--- src/sv/lcgc_pkg.sv ---
// Package for the level-crossing gate controller: codes, state and action types.
`default_nettype none

package lcgc_pkg;

	// Event codes carried by an input transaction
	typedef enum logic [2:0] {
		OP_APPROACH    = 3'd0,
		OP_ENTER       = 3'd1,
		OP_EXIT        = 3'd2,
		OP_GATE_CLOSED = 3'd3,
		OP_GATE_OPENED = 3'd4,
		OP_TIMER       = 3'd5,
		OP_INJECT      = 3'd6,
		OP_RESET_FAULT = 3'd7
	} op_t;

	typedef enum logic [2:0] {
		G_OPEN    = 3'd0,
		G_CLOSING = 3'd1,
		G_CLOSED  = 3'd2,
		G_OPENING = 3'd3,
		G_FAULT   = 3'd4
	} gate_t;

	typedef enum logic [1:0] {
		TRK_NONE    = 2'd0,
		TRK_APPR    = 2'd1,
		TRK_ON      = 2'd2,
		TRK_CLEARED = 2'd3
	} track_t;

	typedef enum logic [2:0] {
		FLT_NONE        = 3'd0,
		FLT_CLOSE_TMO   = 3'd1,
		FLT_OPEN_TMO    = 3'd2,
		FLT_UNEXPECTED  = 3'd3,
		FLT_TRAIN_TMO   = 3'd4,
		FLT_TRAIN_EARLY = 3'd5,
		FLT_INJECTED    = 3'd6
	} fault_t;

	typedef enum logic [2:0] {
		TM_CDELAY   = 3'd0,
		TM_CTIMEOUT = 3'd1,
		TM_OTIMEOUT = 3'd2,
		TM_TRAIN    = 3'd3,
		TM_NONE     = 3'd4
	} timer_t;

	typedef enum logic [1:0] {
		CMD_NONE  = 2'd0,
		CMD_CLOSE = 2'd1,
		CMD_OPEN  = 2'd2
	} cmd_t;

	typedef enum logic [1:0] {
		NTF_NONE    = 2'd0,
		NTF_PREEMPT = 2'd1,
		NTF_CLEAR   = 2'd2
	} notify_t;

	// Timer slot indices (generation counters, cancel mask bits)
	localparam logic [1:0] TIX_CDELAY   = 2'd0;
	localparam logic [1:0] TIX_CTIMEOUT = 2'd1;
	localparam logic [1:0] TIX_OTIMEOUT = 2'd2;
	localparam logic [1:0] TIX_TRAIN    = 2'd3;

	// Configuration register indices and reset values
	localparam logic [1:0] CFG_CLOSE_DELAY   = 2'd0;
	localparam logic [1:0] CFG_CLOSE_TIMEOUT = 2'd1;
	localparam logic [1:0] CFG_OPEN_TIMEOUT  = 2'd2;
	localparam logic [1:0] CFG_TRAIN_TIMEOUT = 2'd3;
	localparam logic [7:0] CFG_CLOSE_DELAY_RST   = 8'd3;
	localparam logic [7:0] CFG_CLOSE_TIMEOUT_RST = 8'd10;
	localparam logic [7:0] CFG_OPEN_TIMEOUT_RST  = 8'd10;
	localparam logic [7:0] CFG_TRAIN_TIMEOUT_RST = 8'd60;

	// Controller state, apart from the timer generations
	typedef struct packed {
		gate_t  gate;
		track_t trk_up;
		track_t trk_dn;
		logic   flash;
		fault_t fault;
		logic   reopen;
	} ctl_t;

	// Per-event actions: pulses plus generation increments per timer
	typedef struct packed {
		cmd_t            cmd;
		timer_t          start_id;
		logic [3:0]      cancel;
		notify_t         notify;
		logic            alert;
		logic [3:0][1:0] inc;
	} act_t;

endpackage

`default_nettype wire

--- src/sv/lcgc_fsm.sv ---
// Event decoder: next controller state and action pulses for one event.
`default_nettype none

module lcgc_fsm (
	input  lcgc_pkg::ctl_t ctl,
	input  lcgc_pkg::op_t  op,
	input  logic [1:0]     target,
	input  logic           gen_match,
	output lcgc_pkg::ctl_t nxt,
	output lcgc_pkg::act_t act
);

	lcgc_pkg::track_t trk_sel;
	lcgc_pkg::track_t trk_oth;
	logic             is_track;
	logic             oth_idle;
	logic             go_fault;
	lcgc_pkg::fault_t fault_code;

	assign is_track = ~target[1];
	assign trk_sel  = target[0] ? ctl.trk_dn : ctl.trk_up;
	assign trk_oth  = target[0] ? ctl.trk_up : ctl.trk_dn;
	assign oth_idle = (trk_oth == lcgc_pkg::TRK_NONE) || (trk_oth == lcgc_pkg::TRK_CLEARED);

	// Main decode; a fault entry is folded in at the end
	always_comb begin
		nxt          = ctl;
		act          = '0;
		act.start_id = lcgc_pkg::TM_NONE;
		go_fault     = 1'b0;
		fault_code   = lcgc_pkg::FLT_NONE;
		if ((ctl.fault == lcgc_pkg::FLT_NONE) || (op == lcgc_pkg::OP_RESET_FAULT)) begin
			case (op)
				lcgc_pkg::OP_APPROACH: begin
					if (is_track && (trk_sel == lcgc_pkg::TRK_NONE)) begin
						if (target[0]) nxt.trk_dn = lcgc_pkg::TRK_APPR;
						else nxt.trk_up = lcgc_pkg::TRK_APPR;
						nxt.flash  = 1'b1;
						act.notify = lcgc_pkg::NTF_PREEMPT;
						if (ctl.gate == lcgc_pkg::G_OPEN) begin
							act.start_id                  = lcgc_pkg::TM_CDELAY;
							act.inc[lcgc_pkg::TIX_CDELAY] = 2'd1;
						end
					end
				end
				lcgc_pkg::OP_ENTER: begin
					if (is_track && (trk_sel == lcgc_pkg::TRK_APPR)) begin
						if (ctl.gate != lcgc_pkg::G_CLOSED) begin
							go_fault   = 1'b1;
							fault_code = lcgc_pkg::FLT_TRAIN_EARLY;
						end else begin
							if (target[0]) nxt.trk_dn = lcgc_pkg::TRK_ON;
							else nxt.trk_up = lcgc_pkg::TRK_ON;
							act.start_id                 = lcgc_pkg::TM_TRAIN;
							act.inc[lcgc_pkg::TIX_TRAIN] = 2'd1;
						end
					end
				end
				lcgc_pkg::OP_EXIT: begin
					if (is_track && (trk_sel == lcgc_pkg::TRK_ON)) begin
						if (target[0]) nxt.trk_dn = lcgc_pkg::TRK_CLEARED;
						else nxt.trk_up = lcgc_pkg::TRK_CLEARED;
						act.inc[lcgc_pkg::TIX_TRAIN]    = 2'd1;
						act.cancel[lcgc_pkg::TIX_TRAIN] = 1'b1;
						if (oth_idle) begin
							nxt.trk_up = lcgc_pkg::TRK_NONE;
							nxt.trk_dn = lcgc_pkg::TRK_NONE;
							// Open only from closed or closing
							if ((ctl.gate == lcgc_pkg::G_CLOSED) ||
								(ctl.gate == lcgc_pkg::G_CLOSING)) begin
								nxt.gate                           = lcgc_pkg::G_OPENING;
								act.cmd                            = lcgc_pkg::CMD_OPEN;
								act.inc[lcgc_pkg::TIX_CDELAY]      = 2'd1;
								act.inc[lcgc_pkg::TIX_CTIMEOUT]    = 2'd1;
								act.cancel[lcgc_pkg::TIX_CDELAY]   = 1'b1;
								act.cancel[lcgc_pkg::TIX_CTIMEOUT] = 1'b1;
								act.start_id                       = lcgc_pkg::TM_OTIMEOUT;
								act.inc[lcgc_pkg::TIX_OTIMEOUT]    = 2'd1;
							end
						end
					end
				end
				lcgc_pkg::OP_GATE_CLOSED: begin
					if (ctl.gate == lcgc_pkg::G_CLOSING) begin
						nxt.gate                           = lcgc_pkg::G_CLOSED;
						act.inc[lcgc_pkg::TIX_CTIMEOUT]    = 2'd1;
						act.cancel[lcgc_pkg::TIX_CTIMEOUT] = 1'b1;
						// Pending reopen after a fault reset: close timeout generation advances by two
						if (ctl.reopen) begin
							nxt.reopen                       = 1'b0;
							nxt.gate                         = lcgc_pkg::G_OPENING;
							act.cmd                          = lcgc_pkg::CMD_OPEN;
							act.inc[lcgc_pkg::TIX_CDELAY]    = 2'd1;
							act.inc[lcgc_pkg::TIX_CTIMEOUT]  = 2'd2;
							act.cancel[lcgc_pkg::TIX_CDELAY] = 1'b1;
							act.start_id                     = lcgc_pkg::TM_OTIMEOUT;
							act.inc[lcgc_pkg::TIX_OTIMEOUT]  = 2'd1;
						end
					end
				end
				lcgc_pkg::OP_GATE_OPENED: begin
					if (ctl.gate == lcgc_pkg::G_OPENING) begin
						nxt.gate                           = lcgc_pkg::G_OPEN;
						nxt.flash                          = 1'b0;
						act.notify                         = lcgc_pkg::NTF_CLEAR;
						act.inc[lcgc_pkg::TIX_OTIMEOUT]    = 2'd1;
						act.cancel[lcgc_pkg::TIX_OTIMEOUT] = 1'b1;
					end
				end
				lcgc_pkg::OP_TIMER: begin
					if (gen_match) begin
						case (target)
							lcgc_pkg::TIX_CDELAY: begin
								if ((ctl.gate == lcgc_pkg::G_OPEN) ||
									(ctl.gate == lcgc_pkg::G_OPENING)) begin
									nxt.gate                        = lcgc_pkg::G_CLOSING;
									act.cmd                         = lcgc_pkg::CMD_CLOSE;
									act.start_id                    = lcgc_pkg::TM_CTIMEOUT;
									act.inc[lcgc_pkg::TIX_CTIMEOUT] = 2'd1;
								end
							end
							lcgc_pkg::TIX_CTIMEOUT: begin
								go_fault   = 1'b1;
								fault_code = lcgc_pkg::FLT_CLOSE_TMO;
							end
							lcgc_pkg::TIX_OTIMEOUT: begin
								go_fault   = 1'b1;
								fault_code = lcgc_pkg::FLT_OPEN_TMO;
							end
							default: begin
								go_fault   = 1'b1;
								fault_code = lcgc_pkg::FLT_TRAIN_TMO;
							end
						endcase
					end
				end
				lcgc_pkg::OP_INJECT: begin
					go_fault   = 1'b1;
					fault_code = lcgc_pkg::FLT_INJECTED;
				end
				lcgc_pkg::OP_RESET_FAULT: begin
					if (ctl.fault != lcgc_pkg::FLT_NONE) begin
						nxt.fault                       = lcgc_pkg::FLT_NONE;
						nxt.trk_up                      = lcgc_pkg::TRK_NONE;
						nxt.trk_dn                      = lcgc_pkg::TRK_NONE;
						nxt.gate                        = lcgc_pkg::G_CLOSING;
						nxt.reopen                      = 1'b1;
						act.cmd                         = lcgc_pkg::CMD_CLOSE;
						act.start_id                    = lcgc_pkg::TM_CTIMEOUT;
						act.inc[lcgc_pkg::TIX_CTIMEOUT] = 2'd1;
					end
				end
				default: begin
				end
			endcase
		end
		// Fault entry: every timer cancelled once, lights on
		if (go_fault) begin
			nxt.fault  = fault_code;
			nxt.gate   = lcgc_pkg::G_FAULT;
			nxt.flash  = 1'b1;
			act.cancel = 4'hF;
			act.inc    = {4{2'd1}};
			act.alert  = 1'b1;
		end
	end

endmodule

`default_nettype wire

--- src/sv/lcgc_tgen.sv ---
// Timer generation counters: stale-expiry check and tag of a started timer.
`default_nettype none

module lcgc_tgen #(
	parameter int GEN_WIDTH = 32
) (
	input  logic                    clk,
	input  logic                    arst_n,
	input  logic                    upd,
	input  logic [3:0][1:0]         inc,
	input  logic [1:0]              target,
	input  logic [31:0]             event_gen,
	input  lcgc_pkg::timer_t        start_id,
	output logic                    gen_match,
	output logic [31:0]             start_gen
);

	logic [GEN_WIDTH-1:0] gen_q   [4];
	logic [GEN_WIDTH-1:0] gen_nxt [4];

	// Generations after this event, wrapping at GEN_WIDTH bits
	always_comb begin
		for (int i = 0; i < 4; i++) begin
			gen_nxt[i] = gen_q[i] + GEN_WIDTH'(inc[i]);
		end
	end

	always_ff @(posedge clk or negedge arst_n) begin
		if (!arst_n) begin
			for (int i = 0; i < 4; i++) begin
				gen_q[i] <= '0;
			end
		end else if (upd) begin
			for (int i = 0; i < 4; i++) begin
				gen_q[i] <= gen_nxt[i];
			end
		end
	end

	// The full 32-bit tag must match the zero-extended generation
	assign gen_match = (32'(gen_q[target]) == event_gen);
	assign start_gen = (start_id == lcgc_pkg::TM_NONE) ? 32'd0 : 32'(gen_nxt[start_id[1:0]]);

endmodule

`default_nettype wire

--- src/sv/level_crossing_gate_controller.sv ---
// Top level of the level-crossing gate controller: handshakes, state and result register.
//
//  channel   dir  handshake          payload
//  s_*       in   s_tvalid/s_tready  s_tuser = op, s_tdata = target, event_gen
//  m_*       out  m_tvalid/m_tready  m_tdata = states, commands, timer request
//  cfg_*     in   cfg_we             cfg_index, cfg_data (timer durations)
//
//  One transaction per cycle sustained while m_tready is high; an accepted event passes
//  through the input register, then the result register, before it is presented.
//  State and generations update in the cycle an event moves into the result register.
//  arst_n clears control state, generations and the duration registers to their defaults.
//  A stalled m_tready holds the result; the input register still takes one more event.
`default_nettype none

module level_crossing_gate_controller #(
	parameter int GEN_WIDTH = 32
) (
	input  logic        clk,
	input  logic        arst_n,
	input  logic        s_tvalid,
	output logic        s_tready,
	input  logic [2:0]  s_tuser,   // [2:0] op
	input  logic [39:0] s_tdata,   // [1:0] target, [33:2] event_gen, [39:34] zero
	output logic        m_tvalid,
	input  logic        m_tready,
	// [2:0] gate_state, [4:3] up_track_state, [6:5] down_track_state, [7] flash_lights,
	// [10:8] fault_code, [12:11] gate cmd, [15:13] timer id,
	// [47:16] timer tag, [55:48] timer seconds, [59:56] cancel mask,
	// [61:60] notify, [62] alert pulse, [63] zero
	output logic [63:0] m_tdata,
	input  logic        cfg_we,
	input  logic [1:0]  cfg_index,
	input  logic [7:0]  cfg_data
);

	// Input register
	logic                 valid_s1;
	lcgc_pkg::op_t        op_s1;
	logic [1:0]           target_s1;
	logic [31:0]          gen_s1;
	logic                 s_accept;
	logic                 advance;

	// State and decode
	lcgc_pkg::ctl_t       ctl_q;
	lcgc_pkg::ctl_t       ctl_nxt;
	lcgc_pkg::act_t       act;
	logic                 gen_match;
	logic [31:0]          start_gen;
	logic [7:0]           cfg_q [4];
	logic [7:0]           start_secs;

	// Result register
	logic                 valid_s2;
	lcgc_pkg::ctl_t       ctl_s2;
	lcgc_pkg::act_t       act_s2;
	logic [31:0]          tgen_s2;
	logic [7:0]           tsec_s2;

	assign advance  = valid_s1 && (!valid_s2 || m_tready);
	assign s_tready = !valid_s1 || advance;
	assign s_accept = s_tvalid && s_tready;

	// Input register
	always_ff @(posedge clk or negedge arst_n) begin
		if (!arst_n) begin
			valid_s1 <= 1'b0;
		end else if (s_accept) begin
			valid_s1 <= 1'b1;
		end else if (advance) begin
			valid_s1 <= 1'b0;
		end
	end

	always_ff @(posedge clk) begin
		if (s_accept) begin
			op_s1     <= lcgc_pkg::op_t'(s_tuser);
			target_s1 <= s_tdata[1:0];
			gen_s1    <= s_tdata[33:2];
		end
	end

	// Duration registers
	always_ff @(posedge clk or negedge arst_n) begin
		if (!arst_n) begin
			cfg_q[lcgc_pkg::CFG_CLOSE_DELAY]   <= lcgc_pkg::CFG_CLOSE_DELAY_RST;
			cfg_q[lcgc_pkg::CFG_CLOSE_TIMEOUT] <= lcgc_pkg::CFG_CLOSE_TIMEOUT_RST;
			cfg_q[lcgc_pkg::CFG_OPEN_TIMEOUT]  <= lcgc_pkg::CFG_OPEN_TIMEOUT_RST;
			cfg_q[lcgc_pkg::CFG_TRAIN_TIMEOUT] <= lcgc_pkg::CFG_TRAIN_TIMEOUT_RST;
		end else if (cfg_we) begin
			cfg_q[cfg_index] <= cfg_data;
		end
	end

	// Event decode
	lcgc_fsm u_fsm (
		.ctl       (ctl_q),
		.op        (op_s1),
		.target    (target_s1),
		.gen_match (gen_match),
		.nxt       (ctl_nxt),
		.act       (act)
	);

	lcgc_tgen #(
		.GEN_WIDTH (GEN_WIDTH)
	) u_tgen (
		.clk       (clk),
		.arst_n    (arst_n),
		.upd       (advance),
		.inc       (act.inc),
		.target    (target_s1),
		.event_gen (gen_s1),
		.start_id  (act.start_id),
		.gen_match (gen_match),
		.start_gen (start_gen)
	);

	assign start_secs = (act.start_id == lcgc_pkg::TM_NONE) ? 8'd0 : cfg_q[act.start_id[1:0]];

	// Controller state
	always_ff @(posedge clk or negedge arst_n) begin
		if (!arst_n) begin
			ctl_q.gate   <= lcgc_pkg::G_OPEN;
			ctl_q.trk_up <= lcgc_pkg::TRK_NONE;
			ctl_q.trk_dn <= lcgc_pkg::TRK_NONE;
			ctl_q.flash  <= 1'b0;
			ctl_q.fault  <= lcgc_pkg::FLT_NONE;
			ctl_q.reopen <= 1'b0;
		end else if (advance) begin
			ctl_q <= ctl_nxt;
		end
	end

	// Result register
	always_ff @(posedge clk or negedge arst_n) begin
		if (!arst_n) begin
			valid_s2 <= 1'b0;
		end else if (advance) begin
			valid_s2 <= 1'b1;
		end else if (m_tready) begin
			valid_s2 <= 1'b0;
		end
	end

	always_ff @(posedge clk) begin
		if (advance) begin
			ctl_s2  <= ctl_nxt;
			act_s2  <= act;
			tgen_s2 <= start_gen;
			tsec_s2 <= start_secs;
		end
	end

	assign m_tvalid = valid_s2;
	assign m_tdata  = {1'b0, act_s2.alert, act_s2.notify, act_s2.cancel, tsec_s2, tgen_s2,
		act_s2.start_id, act_s2.cmd, ctl_s2.fault, ctl_s2.flash, ctl_s2.trk_dn,
		ctl_s2.trk_up, ctl_s2.gate};

`ifndef SYNTHESIS
	// Gate shows fault exactly while a fault code is held
	a_fault_gate: assert property (@(posedge clk) disable iff (!arst_n)
		(ctl_q.fault != lcgc_pkg::FLT_NONE) == (ctl_q.gate == lcgc_pkg::G_FAULT))
		else $error("fault code and gate state disagree");

	// A fault alert cancels all timers and leaves the gate faulted with lights on
	a_alert: assert property (@(posedge clk) disable iff (!arst_n)
		(valid_s2 && act_s2.alert) |->
		(act_s2.cancel == 4'hF) && (ctl_s2.gate == lcgc_pkg::G_FAULT) && ctl_s2.flash)
		else $error("fault alert without full fault entry");

	// No timer started means zero tag and zero duration
	a_no_start: assert property (@(posedge clk) disable iff (!arst_n)
		(valid_s2 && (act_s2.start_id == lcgc_pkg::TM_NONE)) |->
		(tgen_s2 == 32'd0) && (tsec_s2 == 8'd0))
		else $error("timer tag or duration without a start");

	// A waiting input event is neither lost nor changed
	a_s1_hold: assert property (@(posedge clk) disable iff (!arst_n)
		(valid_s1 && !advance) |=> valid_s1 && $stable(gen_s1) && $stable(target_s1))
		else $error("input register dropped or changed a waiting event");

	// State only moves when an event is processed
	a_state_hold: assert property (@(posedge clk) disable iff (!arst_n)
		!advance |=> $stable(ctl_q))
		else $error("controller state changed without an event");
`endif

endmodule

`default_nettype wire
--- config.mk ---
export PLATFORM = sky130hd
export DESIGN_NAME = level_crossing_gate_controller
export DESIGN_NICKNAME = d
export VERILOG_FILES = /design/src/sv/lcgc_pkg.sv /design/src/sv/lcgc_fsm.sv /design/src/sv/lcgc_tgen.sv /design/src/sv/level_crossing_gate_controller.sv
export SDC_FILE = /design/constraint.sdc
export NUM_CORES = 1
export LEC_CHECK = 0
export ABC_AREA = 1
export CAP_MARGIN = 20
export CORE_ASPECT_RATIO = 0.9
export CORE_UTILIZATION = 55
export CTS_CLUSTER_SIZE = 8
export DETAILED_ROUTE_END_ITERATION = 10
export DONT_BUFFER_PORTS = 1
export HOLD_SLACK_MARGIN = 0.06
export PLACE_DENSITY_LB_ADDON = 0.05
export SLEW_MARGIN = 20
export SYNTH_ARGS = -nofsm -noshare
export SYNTH_HDL_FRONTEND = slang
export SYNTH_SLANG_ARGS = --single-unit
--- constraint.sdc ---
create_clock -name clk -period 9.5 [get_ports clk]
set_input_delay 1.9 -clock clk [delete_from_list [all_inputs] [get_ports clk]]
set_output_delay 1.9 -clock clk [all_outputs]
set_load 0.05 [all_outputs]
### Word-level counts from Yosys, hierarchy flattened

Cells that the tools add are included.

| word-level totals | value |
|---|---|
| register bits | 274 |
| logic and storage cells | 196 |

| cells by class | value |
|---|---|
| magnitude comparators | 4 |
| multiplexer cells | 108 |
| $add $sub $neg | 4 |
| equal/unequal tests | 20 |
| bitwise logic cells | 4 |
| reductions and logical operators | 25 |

Operators with widths:

| operator | count |
|---|---|
| adder 32 x 2 -> 32 bit | 4 |
| binary-select mux 32 bit (select 2 bit) | 2 |
| two-way mux 32 bit | 4 |
| two-way mux 3 bit | 16 |
| two-way mux 5 bit | 8 |
| two-way mux 2 bit | 17 |
| bitwise mux 32 bit | 1 |
| equality test 32 bit | 1 |
| two-way mux 8 bit | 4 |
| two-way mux 4 bit | 7 |
| two-way mux 7 bit | 4 |
| two-way mux 1 bit | 22 |
| two-way mux 6 bit | 3 |
| two-way mux 9 bit | 2 |
| case mux 3 bit (3 select lines) | 2 |
| case mux 3 bit (6 select lines) | 1 |
| binary-select mux 8 bit (select 2 bit) | 1 |
| demux 8 bit (select 2 bit) | 1 |
| case mux 2 bit (4 select lines) | 2 |
| case mux 4 bit (4 select lines) | 1 |
| equality test 3 bit (second input constant) | 5 |
| case mux 3 bit (5 select lines) | 1 |
| equality test 3 x 2 -> 1 bit (second input constant) | 4 |
| two-way mux 12 bit | 1 |
| other kinds (22) | 51 |

### Depth between registers and ports, before layout

| logic depth | value |
|---|---|
| word-level depth | 13 |
| mapped depth | 36 |
| gate-level depth less buffers | 33 |

### By module

Synthesis repeated with hierarchy kept, for this count alone.

| unflattened totals | value |
|---|---|
| cells, all modules | 2393 |
| area total of the unflattened synthesis | 17150.2 µm² |

Modules (own cells, without submodules):

| module | cells an instance | area an instance (µm²) | seq. area each (µm²) | times used |
|---|---|---|---|---|
| lcgc_tgen | 1804 | 10940.5 | 3203.1 | 1 |
| level_crossing_gate_controller | 373 | 5143.7 | 4166.5 | 1 |
| lcgc_fsm | 216 | 1066.0 | 0.0 | 1 |

### Least setup slack after synthesis

Ideal clock, no wire load.

| timing | value |
|---|---|
| path kind | input port to flip-flop |
| from | input port m_tready |
| to | register ctl_s2 (netlist bit m_tdata[0]) (enable) |
| arrival | 4.412 ns |
| slack | 4.638 ns |
| cell stages on the path | 6 |
| required time | 9.050 ns |
| library setup time | 0.450 ns |
| path through | inv_1 > nand2_1 > nand2_1 > inv_1 > clkbuf_1 > buf_1 |

| on the way | value |
|---|---|
| longest elaborated chain between the ends | 2 |

Ends and longest elaborated chain:

| item | RTL line | source |
|---|---|---|
| start: declaration | level_crossing_gate_controller.sv:25 | `input logic m_tready,` |
| logical OR 1 bit | level_crossing_gate_controller.sv:60 | `assign advance = valid_s1 && (!valid_s2 \|\| m_tready);` |
| logical AND 1 bit | level_crossing_gate_controller.sv:60 |  |
| via advance | level_crossing_gate_controller.sv:42 | `logic advance;` |
| end signal: assignment | level_crossing_gate_controller.sv:148 | `ctl_s2 <= ctl_nxt;` |
| end: declaration | level_crossing_gate_controller.sv:55 | `lcgc_pkg::ctl_t ctl_s2;` |

The timed path passes the listed nets, and every way through them passes these cells.
A chain may end at the register's enable or synchronous reset.

### Worst setup path after layout

| timing | value |
|---|---|
| from | register target_s1[0] |
| to | register tgen_s2[28] (data pin) |

| on the way | value |
|---|---|
| longest elaborated chain between the ends | 13 |
| elaborated cells on any way between the ends | 51 |

Ends and longest elaborated chain:

| item | RTL line | source |
|---|---|---|
| start: declaration | level_crossing_gate_controller.sv:39 | `logic [1:0] target_s1;` |
| start signal: assignment | level_crossing_gate_controller.sv:78 | `target_s1 <= s_tdata[1:0];` |
| inverter 2 -> 3 bit (implied by the code) | lcgc_tgen.sv:41 | `assign gen_match = (32'(gen_q[target]) == event_gen);` |
| binary-select mux 32 bit (select 2 bit) | lcgc_tgen.sv:41 |  |
| two-way mux 32 bit (implied by the code) (2 in series) | lcgc_tgen.sv:41 |  |
| equality test 32 bit | lcgc_tgen.sv:41 |  |
| two-way mux 2 bit / two-way mux 1 bit (equally long branches) | lcgc_fsm.sv:111 | `if (gen_match) begin` |
| case mux 2 bit (4 select lines) / case mux 1 bit (3 select lines) (equally long branches) | lcgc_fsm.sv:33 | `case (op)` |
| two-way mux 8 bit / two-way mux 1 bit (equally long branches) | lcgc_fsm.sv:32 | `if ((ctl.fault == lcgc_pkg::FLT_NONE) \|\| (op == lcgc_pkg::OP_RESET_FAULT)) begin` |
| two-way mux 9 bit | lcgc_fsm.sv:158 | `if (go_fault) begin` |
| adder 32 x 2 -> 32 bit | lcgc_tgen.sv:24 | `gen_nxt[i] = gen_q[i] + GEN_WIDTH'(inc[i]);` |
| binary-select mux 32 bit (select 2 bit) | lcgc_tgen.sv:42 | `assign start_gen = (start_id == lcgc_pkg::TM_NONE) ? 32'd0 : 32'(gen_nxt[start_id[1:0]]);` |
| two-way mux 32 bit (implied by the code) (2 in series) | lcgc_tgen.sv:42 |  |
| end signal: assignment | level_crossing_gate_controller.sv:150 | `tgen_s2 <= start_gen;` |
| end: declaration | level_crossing_gate_controller.sv:57 | `logic [31:0] tgen_s2;` |

Several ways; a longest one is shown, not always the timed one. The select of a mux whose other input is x is not followed.

==> flow_summary.ini <==
[worst_setup_path]
crit_path_start_kind = flip-flop
critPathMaxFanout = 49
reg2reg_from = target_s1[0]
required_ns = 9.91
critPathArrivalTime_ns = 7.16
cp_slowest_cell = inv_2
r2r-end = tgen_s2[28]
reg2reg_depth = 32
cp_common_cell = nand2_1
critPathMaxStageDelay_ns = 0.80
r2r_slack_ns = 2.75
endpoint_kind = flip-flop
crit_type = reg2reg

[clocking]
post_cts_buffers = 0
cts_buffers = 40
h-tree-depth = 2
holdBufCountCts = 0
cts_tree = yes
clkSinkCount = 274
clock_path_buffers = 3
clk_pin_slew_ns = 0.06
cts_resized = 0
insertion_delay_ns = 0.55
ctsRootBufferMaster = clkbuf_16

[floorplanning]
rows = 59
die_x_um = 184
initial_core_util_pct = 56.4
top_level_ports = 124
core_area_um2 = 29100
chipHeight_um = 166
dieArea_um2 = 30500

[logic_synthesis]
syn_area_um2 = 16400
synthFlopType = dfrtp_1
synth.distinct_cells = 48
ys_warn_count = 0
ys_seq_area_share_pct = 45.0
ys_ff_latch = 274
synth_cells = 2190
synth_largest_area_cell = dfrtp_1
yosys.area.top_type_share_pct = 25.0
synth_area_leaders = dfrtp_1 (25%), edfxtp_1 (18%), nand2_1 (17%)
synth_edf_count = 100
synthesis.nets = 2257
async_reset_ff_share_pct = 63.5
avgSynthCellArea_um2 = 7.48

[timing]
whs_ns = 0.471
slew_violations = 0
max_slew_margin_pct = 30.9
hold_viol = 0
setup_tns_ns = 0
setup_viol = 0
min_period_ns = 6.75
period_share_pct = 71.0
rsz0062_at_grt = false
worst_slack_ns = 2.75
finalClockSkew_ns = 0.0164
fmax_ghz = 0.148
tightest_slew_ns = 1.04

[power]
ir_drop_mv = 0.136
p_leak_nw = 7.60
power_density_nw_per_um2 = 221

[route]
m1WireLength_mm = 22.3
drc = 0
dr.pass1.iters = 6
wl_per_cell_um = 18.9
wl_mm = 48.7
highest_layer = met5
avgViaCountPerCell = 5.65
vias = 14538
ant_nets = 0
first_iter_violations = 1706
wl_met2_mm = 20.7
met3WireLength_mm = 4.52

[finish]
syn_to_final_growth_pct = 7.79
instances_no_fill = 2574
fin_nets = 2215
drive_above_1_share_pct = 4.18

[global_routing]
antenna_found_initial = 3
grt_pass1_vias = 13202
grt_max_degree = 175
track_usage_pct = 32.3
grt_pass1_wl_mm = 75.5
grt-ovfl-total = 0

[worst_hold_path]
min_to = cfg_q[22]
min_path_type = reg2reg
min_path_cells = 2
worstHoldStart = cfg_q[22]

[placed_design]
numPortBuffers = 0
pre_cts_ws_ns = 2.85
post-place-cells = 2502
dp_hpwl_mm = 33.1
gp_congestion = 0.952

[run]
cap_violations = 0

[outcome]
outcome = completed
==> cell usage after synthesis (30+ instances only) <==
cell type	number
nand3b_1	35
nand4_1	30
a21oi_1	56
o21ai_0	191
nor2_1	118
xnor2_1	32
nand2_1	728
clkbuf_1	46
xor2_1	85
dfrtp_1	164
inv_1	239
edfxtp_1	100
nand3_1	189
nor3_1	54
==> area by class of cell <==
class / instances / area [um2]
Fill cell: 2739 / 11400
Multi-Input combinational cell: 1578 / 7620
Sequential cell: 274 / 7370
Clock buffer: 67 / 1120
Inverter: 243 / 917
Tap cell: 396 / 495
Timing Repair Buffer: 11 / 86.3
Clock inverter: 3 / 48.8
Antenna cell: 2 / 5.00
==> cells in the final DEF, fill, tap and decap left out, drive strengths merged, types with 11 or more instances in the layout <==
master | netlist | routed
nand4 | 31 | 31
clkbuf | 46 | 67
edfxtp | 100 | 100
dfrtp | 164 | 164
xor2 | 85 | 85
xnor2 | 32 | 32
nor3 | 57 | 57
nand3 | 190 | 190
a21oi | 57 | 57
buf | 49 | 11
nor2 | 123 | 123
nand3b | 35 | 35
o21ai | 199 | 199
inv | 242 | 244
nand2 | 731 | 731
==> layer usage <==
metal | global-route usage (%) | vias to the layer above
met5 | 0 | -
met4 | 9.24 | 2
met3 | 6.73 | 73
met2 | 46.2 | 635
met1 | 49.1 | 6826
li1 | - | 7002
==> flip-flops by register name, summed over array words and instances (netlist names) <==
name          count
cfg_q            32
ctl_q            12
gen_s1           32
m_tdata          23
m_tvalid          1
op_s1             3
target_s1         2
tgen_s2          32
tsec_s2           8
u_tgen.gen_q    128
valid_s1          1
==> logic make-up after synthesis <==
group | share of synthesized area (%)
compound gates | 8.50
other cells | 0.0229
buf+inv | 8.71
flops | 45.0
fa+ha+maj | 0.733
xor+xnor | 6.25
simple gates | 30.8
==> stage by stage <==
step,power [mW],util [%],cell area [um2]
floorplan,2.31,-,16400
global placement,2.52,56.7,16500
detailed placement,2.54,56.7,16500
CTS,3.89,60.7,17700
global route,4.09,60.7,17700
finish,3.90,60.7,17700
==> how the worst max path moves through the flow <==
| stage | to | startpoint | cells past startpoint | slack (ns) |
|---|---|---|---|---|
| after CTS | tgen_s2[28] | target_s1[0] | 32 | 2.82 |
| after global routing | tgen_s2[27] | target_s1[0] | 32 | 2.13 |
| after floorplan | m_tdata[0] | m_tready | 6 | 4.64 |
| after global placement | tgen_s2[28] | target_s1[0] | 32 | 2.92 |
| final | tgen_s2[28] | target_s1[0] | 32 | 2.75 |
| after detailed placement | tgen_s2[28] | target_s1[0] | 32 | 2.85 |
==> worst max-delay path: cells and delay by family (launching register included) <==
family,cells,cell delay (ns)
simple gates,24,4.02
buf+inv,3,1.16
fa+ha+maj,2,0.44
flops,1,0.37
compound gates,2,0.33
xor+xnor,1,0.24
==> where the power goes <==
part | switching [mW] | internal [mW] | leakage (nW)
combinational | 0.565 | 0.229 | 3.73
sequential | 0.302 | 1.45 | 3.31
clock | 0.542 | 0.807 | 0.560
total | 1.41 | 2.49 | 7.60
(Power assumes the default switching activity.)
